==> src/sector_nearest_focus_select_assert.svh <==
// ----------------------------------------------------------------------------
// Assertion macros
// Shared concurrent assertion forms for the sector focus search block.
// ----------------------------------------------------------------------------
`ifndef SECTOR_NEAREST_FOCUS_SELECT_ASSERT_SVH
`define SECTOR_NEAREST_FOCUS_SELECT_ASSERT_SVH

`ifndef NO_ASSERTIONS

`define SNFS_ASSERT_IMPLIES(label, clk, rst, ante, cons) \
   label: assert property (@(posedge clk) disable iff (rst) (ante) |-> (cons)) \
      else $error("assertion failed: implication");

`define SNFS_ASSERT_NEXT(label, clk, rst, ante, cons) \
   label: assert property (@(posedge clk) disable iff (rst) (ante) |=> (cons)) \
      else $error("assertion failed: next-cycle implication");

`else

`define SNFS_ASSERT_IMPLIES(label, clk, rst, ante, cons)

`define SNFS_ASSERT_NEXT(label, clk, rst, ante, cons)

`endif

`endif

==> src/snfs_pkg.sv <==
// ----------------------------------------------------------------------------
// snfs_pkg
// Types and fixed constants of the sector focus search block.
// ----------------------------------------------------------------------------
`default_nettype none

package snfs_pkg;

   typedef enum logic [1:0] {
      DIR_RIGHT = 2'd0,
      DIR_LEFT  = 2'd1,
      DIR_UP    = 2'd2,
      DIR_DOWN  = 2'd3
   } dir_type;

   localparam logic KIND_START = 1'b0;
   localparam logic KIND_CAND  = 1'b1;

   // depth of the queue between front and back, and of the result queue
   localparam int CQ_DEPTH = 4;
   localparam int RQ_DEPTH = 2;

   typedef struct packed {
      logic start;  // opens a new search, clears the running best
      logic eval;   // candidate lies in the sector and is not skipped
      logic last;   // closes the search
   } cand_flags_type;

endpackage

`default_nettype wire

==> src/snfs_fifo.sv <==
// ----------------------------------------------------------------------------
// snfs_fifo
// Small register queue with push/full and pop/empty sides.
// ----------------------------------------------------------------------------
`default_nettype none

module snfs_fifo #(
   parameter int WIDTH = 8,
   parameter int DEPTH = 4
) (
   input  logic             clock,
   input  logic             reset,
   input  logic             push,
   input  logic [WIDTH-1:0] push_data,
   output logic             full,
   input  logic             pop,
   output logic [WIDTH-1:0] pop_data,
   output logic             empty
);

   localparam int PTR_BITS = (DEPTH > 1) ? $clog2(DEPTH) : 1;
   localparam int CNT_BITS = $clog2(DEPTH + 1);

   logic [WIDTH-1:0]    mem_ff [DEPTH];
   logic [PTR_BITS-1:0] wr_ptr_ff, wr_ptr_in;
   logic [PTR_BITS-1:0] rd_ptr_ff, rd_ptr_in;
   logic [CNT_BITS-1:0] count_ff, count_in;
   logic                do_push, do_pop;

   assign full     = (count_ff == CNT_BITS'(DEPTH));
   assign empty    = (count_ff == '0);
   assign pop_data = mem_ff[rd_ptr_ff];
   assign do_push  = push & ~full;
   assign do_pop   = pop & ~empty;

   always_comb begin
      wr_ptr_in = wr_ptr_ff;
      rd_ptr_in = rd_ptr_ff;
      count_in  = count_ff;
      if (do_push) begin
         wr_ptr_in = (wr_ptr_ff == PTR_BITS'(DEPTH - 1)) ? '0 : wr_ptr_ff + 1'b1;
      end
      if (do_pop) begin
         rd_ptr_in = (rd_ptr_ff == PTR_BITS'(DEPTH - 1)) ? '0 : rd_ptr_ff + 1'b1;
      end
      if (do_push && !do_pop) begin
         count_in = count_ff + 1'b1;
      end else if (do_pop && !do_push) begin
         count_in = count_ff - 1'b1;
      end
   end

   always_ff @(posedge clock) begin
      if (reset) begin
         wr_ptr_ff <= '0;
         rd_ptr_ff <= '0;
         count_ff  <= '0;
      end else begin
         wr_ptr_ff <= wr_ptr_in;
         rd_ptr_ff <= rd_ptr_in;
         count_ff  <= count_in;
      end
   end

   always_ff @(posedge clock) begin
      if (do_push) begin
         mem_ff[wr_ptr_ff] <= push_data;
      end
   end

endmodule

`default_nettype wire

==> src/snfs_front.sv <==
// ----------------------------------------------------------------------------
// snfs_front
// Accepts beats, takes box centres, keeps the search origin and classifies
// each candidate against the direction sector.
// ----------------------------------------------------------------------------
`default_nettype none

module snfs_front #(
   parameter int COORD_BITS = 16,
   parameter int ID_BITS    = 8
) (
   input  logic                         clock,
   input  logic                         reset,
   input  logic                         req_push,
   output logic                         req_full,
   input  logic                         req_kind,
   input  logic signed [COORD_BITS-1:0] req_box_left,
   input  logic signed [COORD_BITS-1:0] req_box_right,
   input  logic signed [COORD_BITS-1:0] req_box_top,
   input  logic signed [COORD_BITS-1:0] req_box_bottom,
   input  logic [1:0]                   req_direction,
   input  logic                         req_is_current,
   input  logic [ID_BITS-1:0]           req_candidate_id,
   input  logic                         req_last,
   output logic                         cq_push,
   output snfs_pkg::cand_flags_type     cq_flags,
   output logic [COORD_BITS-1:0]        cq_ax,
   output logic [COORD_BITS-1:0]        cq_ay,
   output logic [ID_BITS-1:0]           cq_id,
   input  logic                         cq_full
);

   import snfs_pkg::*;

   localparam int C = COORD_BITS;

   // ---- stage A: centres of the incoming box
   logic signed [C:0]   sum_x, sum_y, diff_w;
   logic signed [C:0]   adj_x, adj_y, adj_w;
   logic                a_load, a_move;

   logic                a_valid_ff, a_valid_in;
   logic                a_kind_ff;
   logic signed [C-1:0] a_cx_ff, a_cy_ff, a_hw_ff;
   logic [1:0]          a_dir_ff;
   logic                a_skip_ff, a_last_ff;
   logic [ID_BITS-1:0]  a_id_ff;

   // halving rounds toward zero: add one to a negative sum before the shift
   assign sum_x  = {req_box_left[C-1], req_box_left} + {req_box_right[C-1], req_box_right};
   assign sum_y  = {req_box_top[C-1], req_box_top} + {req_box_bottom[C-1], req_box_bottom};
   assign diff_w = {req_box_right[C-1], req_box_right} - {req_box_left[C-1], req_box_left};
   assign adj_x  = sum_x + {{C{1'b0}}, sum_x[C]};
   assign adj_y  = sum_y + {{C{1'b0}}, sum_y[C]};
   assign adj_w  = diff_w + {{C{1'b0}}, diff_w[C]};

   // starts travel the queue too so the back clears its best in order
   assign a_move   = a_valid_ff & ~cq_full;
   assign req_full = a_valid_ff & ~a_move;
   assign a_load   = req_push & ~req_full;

   always_comb begin
      a_valid_in = a_valid_ff;
      if (a_load) begin
         a_valid_in = 1'b1;
      end else if (a_move) begin
         a_valid_in = 1'b0;
      end
   end

   always_ff @(posedge clock) begin
      if (reset) begin
         a_valid_ff <= 1'b0;
      end else begin
         a_valid_ff <= a_valid_in;
      end
   end

   always_ff @(posedge clock) begin
      if (a_load) begin
         a_kind_ff <= req_kind;
         a_cx_ff   <= adj_x[C:1];
         a_cy_ff   <= adj_y[C:1];
         a_hw_ff   <= req_direction[1] ? adj_w[C:1] : '0;
         a_dir_ff  <= req_direction;
         a_skip_ff <= req_is_current;
         a_last_ff <= req_last;
         a_id_ff   <= req_candidate_id;
      end
   end

   // ---- stage B: origin and sector test
   logic signed [C-1:0] org_x_ff, org_y_ff, org_hw_ff;
   dir_type             org_dir_ff;
   logic                org_load;

   logic signed [C:0]   dx, dy, ndx, ndy, x1, y1, ny1;
   logic signed [C+2:0] x1e, y1e, hwe, upper, lower;
   logic                hit;
   logic                is_cand;

   assign is_cand  = (a_kind_ff == KIND_CAND);
   assign org_load = a_move & (a_kind_ff == KIND_START);

   always_ff @(posedge clock) begin
      if (reset) begin
         org_x_ff   <= '0;
         org_y_ff   <= '0;
         org_hw_ff  <= '0;
         org_dir_ff <= DIR_RIGHT;
      end else if (org_load) begin
         org_x_ff   <= a_cx_ff;
         org_y_ff   <= a_cy_ff;
         org_hw_ff  <= a_hw_ff;
         org_dir_ff <= dir_type'(a_dir_ff);
      end
   end

   assign dx  = {a_cx_ff[C-1], a_cx_ff} - {org_x_ff[C-1], org_x_ff};
   assign dy  = {a_cy_ff[C-1], a_cy_ff} - {org_y_ff[C-1], org_y_ff};
   assign ndx = -dx;
   assign ndy = -dy;

   // rotate so the search direction points along +x
   always_comb begin
      case (org_dir_ff)
         DIR_LEFT: begin
            x1 = ndx;
            y1 = dy;
         end
         DIR_UP: begin
            x1 = ndy;
            y1 = dx;
         end
         DIR_DOWN: begin
            x1 = dy;
            y1 = dx;
         end
         default: begin
            x1 = dx;
            y1 = dy;
         end
      endcase
   end

   assign x1e   = {{2{x1[C]}}, x1};
   assign y1e   = {{2{y1[C]}}, y1};
   assign hwe   = {{3{org_hw_ff[C-1]}}, org_hw_ff};
   assign upper = y1e - x1e - hwe;
   assign lower = y1e + x1e + hwe;
   assign hit   = ~x1[C] & (upper[C+2] | (upper == '0)) & ~lower[C+2];
   assign ny1   = -y1;

   assign cq_push        = a_move;
   assign cq_flags.start = ~is_cand;
   assign cq_flags.eval  = hit & ~a_skip_ff & is_cand;
   assign cq_flags.last  = a_last_ff & is_cand;
   assign cq_ax          = x1[C-1:0];
   assign cq_ay          = y1[C] ? ny1[C-1:0] : y1[C-1:0];
   assign cq_id          = a_id_ff;

endmodule

`default_nettype wire

==> src/snfs_back.sv <==
// ----------------------------------------------------------------------------
// snfs_back
// Squares the rotated offsets, keeps the nearest hit and emits the result
// on the closing beat.
// ----------------------------------------------------------------------------
`default_nettype none

module snfs_back #(
   parameter int COORD_BITS = 16,
   parameter int ID_BITS    = 8
) (
   input  logic                        clock,
   input  logic                        reset,
   input  logic                        cq_empty,
   output logic                        cq_pop,
   input  snfs_pkg::cand_flags_type    cq_flags,
   input  logic [COORD_BITS-1:0]       cq_ax,
   input  logic [COORD_BITS-1:0]       cq_ay,
   input  logic [ID_BITS-1:0]          cq_id,
   output logic                        rq_push,
   input  logic                        rq_full,
   output logic                        rq_found,
   output logic [ID_BITS-1:0]          rq_id,
   output logic [2*COORD_BITS:0]       rq_dist
);

   import snfs_pkg::*;

   localparam int SQ_BITS   = 2 * COORD_BITS;
   localparam int DIST_BITS = 2 * COORD_BITS + 1;

   // ---- square stage
   logic               c_valid_ff, c_valid_in;
   cand_flags_type     c_flags_ff;
   logic [ID_BITS-1:0] c_id_ff;
   logic [SQ_BITS-1:0] c_sqx_ff, c_sqy_ff;
   logic [SQ_BITS-1:0] sq_x, sq_y;
   logic               c_fire;

   assign sq_x   = cq_ax * cq_ax;
   assign sq_y   = cq_ay * cq_ay;
   assign c_fire = c_valid_ff & (~c_flags_ff.last | ~rq_full);
   assign cq_pop = ~cq_empty & (~c_valid_ff | c_fire);

   always_comb begin
      c_valid_in = c_valid_ff;
      if (cq_pop) begin
         c_valid_in = 1'b1;
      end else if (c_fire) begin
         c_valid_in = 1'b0;
      end
   end

   always_ff @(posedge clock) begin
      if (reset) begin
         c_valid_ff <= 1'b0;
      end else begin
         c_valid_ff <= c_valid_in;
      end
   end

   always_ff @(posedge clock) begin
      if (cq_pop) begin
         c_flags_ff <= cq_flags;
         c_id_ff    <= cq_id;
         c_sqx_ff   <= sq_x;
         c_sqy_ff   <= sq_y;
      end
   end

   // ---- running best
   logic                 have_ff, have_in;
   logic [DIST_BITS-1:0] best_dist_ff, best_dist_in;
   logic [ID_BITS-1:0]   best_id_ff, best_id_in;
   logic [DIST_BITS-1:0] cand_dist;
   logic                 better;
   logic                 upd_have;
   logic [DIST_BITS-1:0] upd_dist;
   logic [ID_BITS-1:0]   upd_id;

   assign cand_dist = {1'b0, c_sqx_ff} + {1'b0, c_sqy_ff};
   // strict compare keeps the earliest hit on a tie
   assign better = c_flags_ff.eval & (~have_ff | (cand_dist < best_dist_ff));

   always_comb begin
      upd_have = have_ff | better;
      upd_dist = better ? cand_dist : best_dist_ff;
      upd_id   = better ? c_id_ff : best_id_ff;
   end

   always_comb begin
      have_in      = have_ff;
      best_dist_in = best_dist_ff;
      best_id_in   = best_id_ff;
      if (c_fire) begin
         if (c_flags_ff.last | c_flags_ff.start) begin
            have_in      = 1'b0;
            best_dist_in = '1;
            best_id_in   = '0;
         end else begin
            have_in      = upd_have;
            best_dist_in = upd_dist;
            best_id_in   = upd_id;
         end
      end
   end

   always_ff @(posedge clock) begin
      if (reset) begin
         have_ff      <= 1'b0;
         best_dist_ff <= '1;
         best_id_ff   <= '0;
      end else begin
         have_ff      <= have_in;
         best_dist_ff <= best_dist_in;
         best_id_ff   <= best_id_in;
      end
   end

   assign rq_push  = c_fire & c_flags_ff.last;
   assign rq_found = upd_have;
   assign rq_id    = upd_have ? upd_id : '0;
   assign rq_dist  = upd_have ? upd_dist : '0;

endmodule

`default_nettype wire

==> src/sector_nearest_focus_select.sv <==
// ----------------------------------------------------------------------------
// sector_nearest_focus_select: directional nearest-box focus search
// Throughput: one beat per cycle while no queue is full, starts and candidates
// alike. A result's path: stage A, candidate queue, square stage, result queue.
// Synchronous reset clears origin (0,0, right, width 0), best and all queues.
// ----------------------------------------------------------------------------
`default_nettype none

`include "sector_nearest_focus_select_assert.svh"

module sector_nearest_focus_select #(
   parameter int COORD_BITS = 16,
   parameter int ID_BITS    = 8
) (
   input  logic                         clock,
   input  logic                         reset,
   input  logic                         req_push,
   output logic                         req_full,
   input  logic                         req_kind,
   input  logic signed [COORD_BITS-1:0] req_box_left,
   input  logic signed [COORD_BITS-1:0] req_box_right,
   input  logic signed [COORD_BITS-1:0] req_box_top,
   input  logic signed [COORD_BITS-1:0] req_box_bottom,
   input  logic [1:0]                   req_direction,
   input  logic                         req_is_current,
   input  logic [ID_BITS-1:0]           req_candidate_id,
   input  logic                         req_last,
   output logic                         rsp_empty,
   input  logic                         rsp_pop,
   output logic                         rsp_found,
   output logic [ID_BITS-1:0]           rsp_chosen_id,
   output logic [2*COORD_BITS:0]        rsp_best_distance
);

   import snfs_pkg::*;

   localparam int DIST_BITS = 2 * COORD_BITS + 1;
   localparam int FLAG_BITS = $bits(cand_flags_type);
   localparam int CQ_WIDTH  = FLAG_BITS + 2 * COORD_BITS + ID_BITS;
   localparam int RQ_WIDTH  = 1 + ID_BITS + DIST_BITS;

   // front to back queue
   logic                  cq_push, cq_full, cq_pop, cq_empty;
   cand_flags_type        fq_flags, bq_flags;
   logic [COORD_BITS-1:0] fq_ax, fq_ay, bq_ax, bq_ay;
   logic [ID_BITS-1:0]    fq_id, bq_id;
   logic [CQ_WIDTH-1:0]   cq_wdata, cq_rdata;

   // result queue
   logic                  rq_push, rq_full;
   logic                  rq_found;
   logic [ID_BITS-1:0]    rq_id;
   logic [DIST_BITS-1:0]  rq_dist;
   logic [RQ_WIDTH-1:0]   rq_wdata, rq_rdata;

   snfs_front #(
      .COORD_BITS (COORD_BITS),
      .ID_BITS    (ID_BITS)
   ) u_front (
      .clock            (clock),
      .reset            (reset),
      .req_push         (req_push),
      .req_full         (req_full),
      .req_kind         (req_kind),
      .req_box_left     (req_box_left),
      .req_box_right    (req_box_right),
      .req_box_top      (req_box_top),
      .req_box_bottom   (req_box_bottom),
      .req_direction    (req_direction),
      .req_is_current   (req_is_current),
      .req_candidate_id (req_candidate_id),
      .req_last         (req_last),
      .cq_push          (cq_push),
      .cq_flags         (fq_flags),
      .cq_ax            (fq_ax),
      .cq_ay            (fq_ay),
      .cq_id            (fq_id),
      .cq_full          (cq_full)
   );

   assign cq_wdata = {fq_flags, fq_ax, fq_ay, fq_id};

   snfs_fifo #(
      .WIDTH (CQ_WIDTH),
      .DEPTH (CQ_DEPTH)
   ) u_cand_q (
      .clock     (clock),
      .reset     (reset),
      .push      (cq_push),
      .push_data (cq_wdata),
      .full      (cq_full),
      .pop       (cq_pop),
      .pop_data  (cq_rdata),
      .empty     (cq_empty)
   );

   assign bq_flags = cand_flags_type'(cq_rdata[CQ_WIDTH-1 -: FLAG_BITS]);
   assign bq_ax    = cq_rdata[ID_BITS + 2*COORD_BITS - 1 -: COORD_BITS];
   assign bq_ay    = cq_rdata[ID_BITS + COORD_BITS - 1 -: COORD_BITS];
   assign bq_id    = cq_rdata[ID_BITS-1:0];

   snfs_back #(
      .COORD_BITS (COORD_BITS),
      .ID_BITS    (ID_BITS)
   ) u_back (
      .clock    (clock),
      .reset    (reset),
      .cq_empty (cq_empty),
      .cq_pop   (cq_pop),
      .cq_flags (bq_flags),
      .cq_ax    (bq_ax),
      .cq_ay    (bq_ay),
      .cq_id    (bq_id),
      .rq_push  (rq_push),
      .rq_full  (rq_full),
      .rq_found (rq_found),
      .rq_id    (rq_id),
      .rq_dist  (rq_dist)
   );

   assign rq_wdata = {rq_found, rq_id, rq_dist};

   snfs_fifo #(
      .WIDTH (RQ_WIDTH),
      .DEPTH (RQ_DEPTH)
   ) u_rsp_q (
      .clock     (clock),
      .reset     (reset),
      .push      (rq_push),
      .push_data (rq_wdata),
      .full      (rq_full),
      .pop       (rsp_pop),
      .pop_data  (rq_rdata),
      .empty     (rsp_empty)
   );

   assign rsp_found         = rq_rdata[RQ_WIDTH-1];
   assign rsp_chosen_id     = rq_rdata[DIST_BITS + ID_BITS - 1 -: ID_BITS];
   assign rsp_best_distance = rq_rdata[DIST_BITS-1:0];

   // a result with no hit carries zero id and distance
   `SNFS_ASSERT_IMPLIES(a_nohit_zero, clock, reset, !rsp_empty && !rsp_found, rsp_chosen_id == '0 && rsp_best_distance == '0)
   // input back-pressure only when the candidate queue is full
   `SNFS_ASSERT_IMPLIES(a_full_cause, clock, reset, req_full, cq_full)
   // no beat is lost into a full queue
   `SNFS_ASSERT_IMPLIES(a_cq_room, clock, reset, cq_push, !cq_full)
   `SNFS_ASSERT_IMPLIES(a_rq_room, clock, reset, rq_push, !rq_full)
   // a pushed result is visible in the next cycle
   `SNFS_ASSERT_NEXT(a_rq_visible, clock, reset, rq_push, !rsp_empty)

endmodule

`default_nettype wire
==> config.mk <==
export PLATFORM = sky130hd
export DESIGN_NAME = sector_nearest_focus_select
export DESIGN_NICKNAME = d
export VERILOG_FILES = /design/src/snfs_pkg.sv /design/src/snfs_fifo.sv /design/src/snfs_front.sv /design/src/snfs_back.sv /design/src/sector_nearest_focus_select.sv
export VERILOG_INCLUDE_DIRS = /design/src /design/src/src
export SDC_FILE = /design/constraint.sdc
export NUM_CORES = 2
export LEC_CHECK = 0
export BUFFER_PORTS_ARGS = -buffer_cell sky130_fd_sc_hd__buf_2
export CAP_MARGIN = 20
export CORE_AREA = 2 2 397 281
export CTS_CLUSTER_SIZE = 25
export DETAILED_ROUTE_END_ITERATION = 8
export DIE_AREA = 0 0 399 283
export PLACE_DENSITY = 0.64
export SETUP_SLACK_MARGIN = 0.5
export SYNTH_ARGS = -nofsm -noshare
export SYNTH_HDL_FRONTEND = slang
export SYNTH_HIERARCHICAL = 1
export SYNTH_SLANG_ARGS = --single-unit
==> constraint.sdc <==
create_clock -name clock -period 16.1 [get_ports clock]
set_clock_uncertainty 0.2 [all_clocks]
set_input_delay 0.805 -clock clock [delete_from_list [all_inputs] [get_ports clock]]
set_output_delay 0.805 -clock clock [all_outputs]
set_load 0.01 [all_outputs]
==> results_dict.tcl <==
set metrics [dict create \
    clk_pin_slew_ps 60 \
    synth_area_sq_um 43400 \
    finalCriticalPeriod_ps 8190 \
    path_class "flop to flop" \
    grt.total_usage 0.182 \
    critPathCaptureType "flop" \
    synth_fp_nets 5080 \
    hold_path_depth 1 \
    die-height_um 283 \
    clk_latency_ps 630 \
    cts-buffers-inserted 50 \
    io_buffers 124 \
    syn_area_per_cell_sq_um 10.2 \
    seq_area_frac_synth 0.320 \
    core_area_sq_um 110000 \
    vias 30100 \
    cts_post_setup_buffers_inserted 0 \
    clk_path_buf_depth 3 \
    reg2reg_depth 22 \
    syn_to_final_growth_pct 8.76 \
    ys_types 104 \
    dp_hpwl_um 80000 \
    synth-compound-area-share 0.116 \
    setup_viol_count_final 0 \
    worst_hold_path_type "input pin to flop" \
    yosys_warnings 6 \
    min_to "u_front/a_last_ff" \
    max-cap-violations 0 \
    arrival_ps 8360 \
    r2r_setup_slack_ps 7910 \
    rsz0062_at_grt "false" \
    startpoint_type "flop" \
    drc 0 \
    grt_max_degree 70 \
    synth_edf_count 390 \
    hold_buffers 0 \
    cp_max_fo 43 \
    hold_viol 0 \
    slew_viol_final 0 \
    synthSimpleGateAreaFrac 0.115 \
    relSlewSlack 0.222 \
    cts_tree "done" \
    grt_pass1_wl_um 164000 \
    antenna_found_initial 7 \
    final.setup.tns_ps 0 \
    drt_iter0_drc 2180 \
    synthFlopType "edfxtp_1" \
    final_common_cell "inv_1" \
    h-tree-depth 2 \
    routed_via_density 5.19 \
    tightestPinTransition_ps 1150 \
    worstReg2RegEnd "u_back/c_sqy_ff[22]" \
    wire_per_inst_um 17.7 \
    synth_top_family_by_area "adder cells" \
    status "finished clean" \
    ys_ff_latch 498 \
    yosys.area_share.adder 0.283 \
    place_congestion 0.930 \
    worstHoldStart "req_last" \
    globalRoute.totalOverflow 0 \
    finalCritPeriodShare 0.509 \
    antenna_cells 0 \
    ios 125 \
    cts-root-buf "clkbuf_16" \
    async_flop_share 0 \
    fin_nets 5132 \
    required_ps 16270 \
    cts.sinks 498 \
    nFillCells 10500 \
    syn-instance-count 4240 \
    synthMuxAreaShare 0.0427 \
    final_cell_mix "inv_1, ha_1, edfxtp_1" \
    start_util 0.396 \
    cts_resized 0 \
    std_cell_rows 102 \
    die_w_um 399 \
    ant_nets 0 \
    drive_above_1_share 0.0907 \
    firstDrtPassIters 6 \
    dieArea_sq_um 113000 \
    grt_pass1_vias 29700 \
    drt-total-wl_um 103000 \
    max_freq_mhz 122 \
    yosys.area_share.xor_xnor 0.0456 \
]
## cell type report
class / instances / area [sq um] / share of cell area
inverter: 722 / 2720 / 0.0575
sequential: 498 / 13900 / 0.294
clock buffer: 59 / 1320 / 0.0279
clock inverter: 35 / 472 / 0.0100
tap: 1456 / 1820 / 0.0386
multi-input combinational: 2876 / 26200 / 0.555
timing repair buffer: 144 / 771 / 0.0163
## cells in the mapped netlist (8+ instances only)
cell       instances  area [sq um]
a2111o_1           8          90.1
a2111oi_0         13           114
a211o_1           16           140
a211oi_1          34           255
a21o_1            75           563
a21oi_1          212          1060
a22o_1             8          70.1
a22oi_1            9          67.6
a2bb2oi_1         29           254
a311oi_1           9          78.8
a31o_2            12           105
a31oi_1           37           231
and2_1           121           757
and3_1            33           206
buf_2             16          80.1
clkbuf_1         114           428
dfxtp_1          108          2160
edfxtp_1         390         11700
fa_1             368          7370
ha_1             391          4890
inv_1            721          2710
mux2_2            49           552
mux2i_1           30           300
mux4_2            44           991
nand2_1          354          1330
nand2b_1          23           144
nand3_1           67           335
nand4_1           21           131
nor2_1           203           762
nor2b_1           41           257
nor3_1            64           320
nor3b_1           12          90.1
nor4_1            12          75.1
o2111ai_1         11          96.3
o21a_1            36           270
o21ai_0          105           526
o21bai_1          15           113
o31ai_1           13          97.6
or2_2             13          81.3
or3_1             20           125
or4_1              8          60.1
xnor2_1          156          1370
xor2_1            70           613
## worst max path at each step
stage	cells after the start	from	slack, ps	endpoint
after global placement	22	flop	8090	u_back/c_sqy_ff[22]
after detailed placement	22	flop	7920	u_back/c_sqy_ff[22]
final	22	flop	7910	u_back/c_sqy_ff[22]
after global routing	22	flop	7520	u_back/c_sqy_ff[22]
after CTS	22	flop	7910	u_back/c_sqy_ff[22]
after floorplan	27	flop	8730	u_back/c_sqy_ff[21]
## through the flow
stage | hold slack, ps | utilization | instances | setup slack, ps | instance area, sq um
6_report | 168 | 0.431 | 5790 | 7910 | 47200
5_1_grt | 148 | 0.431 | 5790 | 7520 | 47200
4_1_cts | 127 | 0.431 | 5790 | 7910 | 47200
3_5_place_dp | 246 | 0.415 | 5696 | 7920 | 45400
3_3_place_gp | 243 | 0.415 | 5696 | 8090 | 45400
2_1_floorplan | 236 | - | 4240 | 8730 | 43400
## worst max-delay path, cell delays in order, from the launching register on
cell       delay (ps)
dfxtp_4           920
mux4_2            810
and2_1            290
fa_1              540
inv_1              50
fa_1              470
inv_1              50
fa_1              500
inv_1              50
fa_1              470
inv_1              50
fa_1              540
inv_1              60
fa_1              520
inv_1              40
ha_1              330
and3_1            240
a31o_2            240
a21oi_1           250
a21bo_2           300
a31oi_1           270
o21ai_0           200
a2111oi_0         490
## sequential cells by signal, indices dropped and copies added (netlist names), 2 cells and up, named ones only
register / flops
u_cand_q/mem_ff: 172
u_rsp_q/mem_ff: 84
u_back/best_dist_ff: 33
u_back/c_sqx_ff: 31
u_back/c_sqy_ff: 31
u_front/a_cx_ff: 16
u_front/a_cy_ff: 16
u_front/a_hw_ff: 16
u_front/org_hw_ff: 16
u_front/org_x_ff: 16
u_front/org_y_ff: 16
u_back/best_id_ff: 8
u_back/c_id_ff: 8
u_front/cq_id: 8
u_back/c_flags_ff: 3
u_cand_q/count_ff: 3
u_cand_q/rd_ptr_ff: 2
u_cand_q/wr_ptr_ff: 2
u_front/a_dir_ff: 2
u_front/org_dir_ff: 2
u_rsp_q/count_ff: 2
## cell families (layout without fill, tap and decap cells)
logic type,count (synthesis),count (layout)
AOI/OAI and AO/OA,739,739
xor gates and xnor gates,226,226
adders and majority gates,760,760
buffers and inverters,866,960
DFF,498,498
muxes,124,124
and+or+nand+nor,1027,1027
## layer usage
metal | GRT usage | routed length [um] | part of all wire
met5 | 0.00553 | 116 | 0.0011
met4 | 0.0346 | 1870 | 0.018
met3 | 0.0383 | 7160 | 0.070
met2 | 0.265 | 42900 | 0.42
met1 | 0.277 | 50600 | 0.49
Power is left out: the tool's default activity adds up to more than one toggle a clock period on the data nets, which glitch-free logic cannot reach.
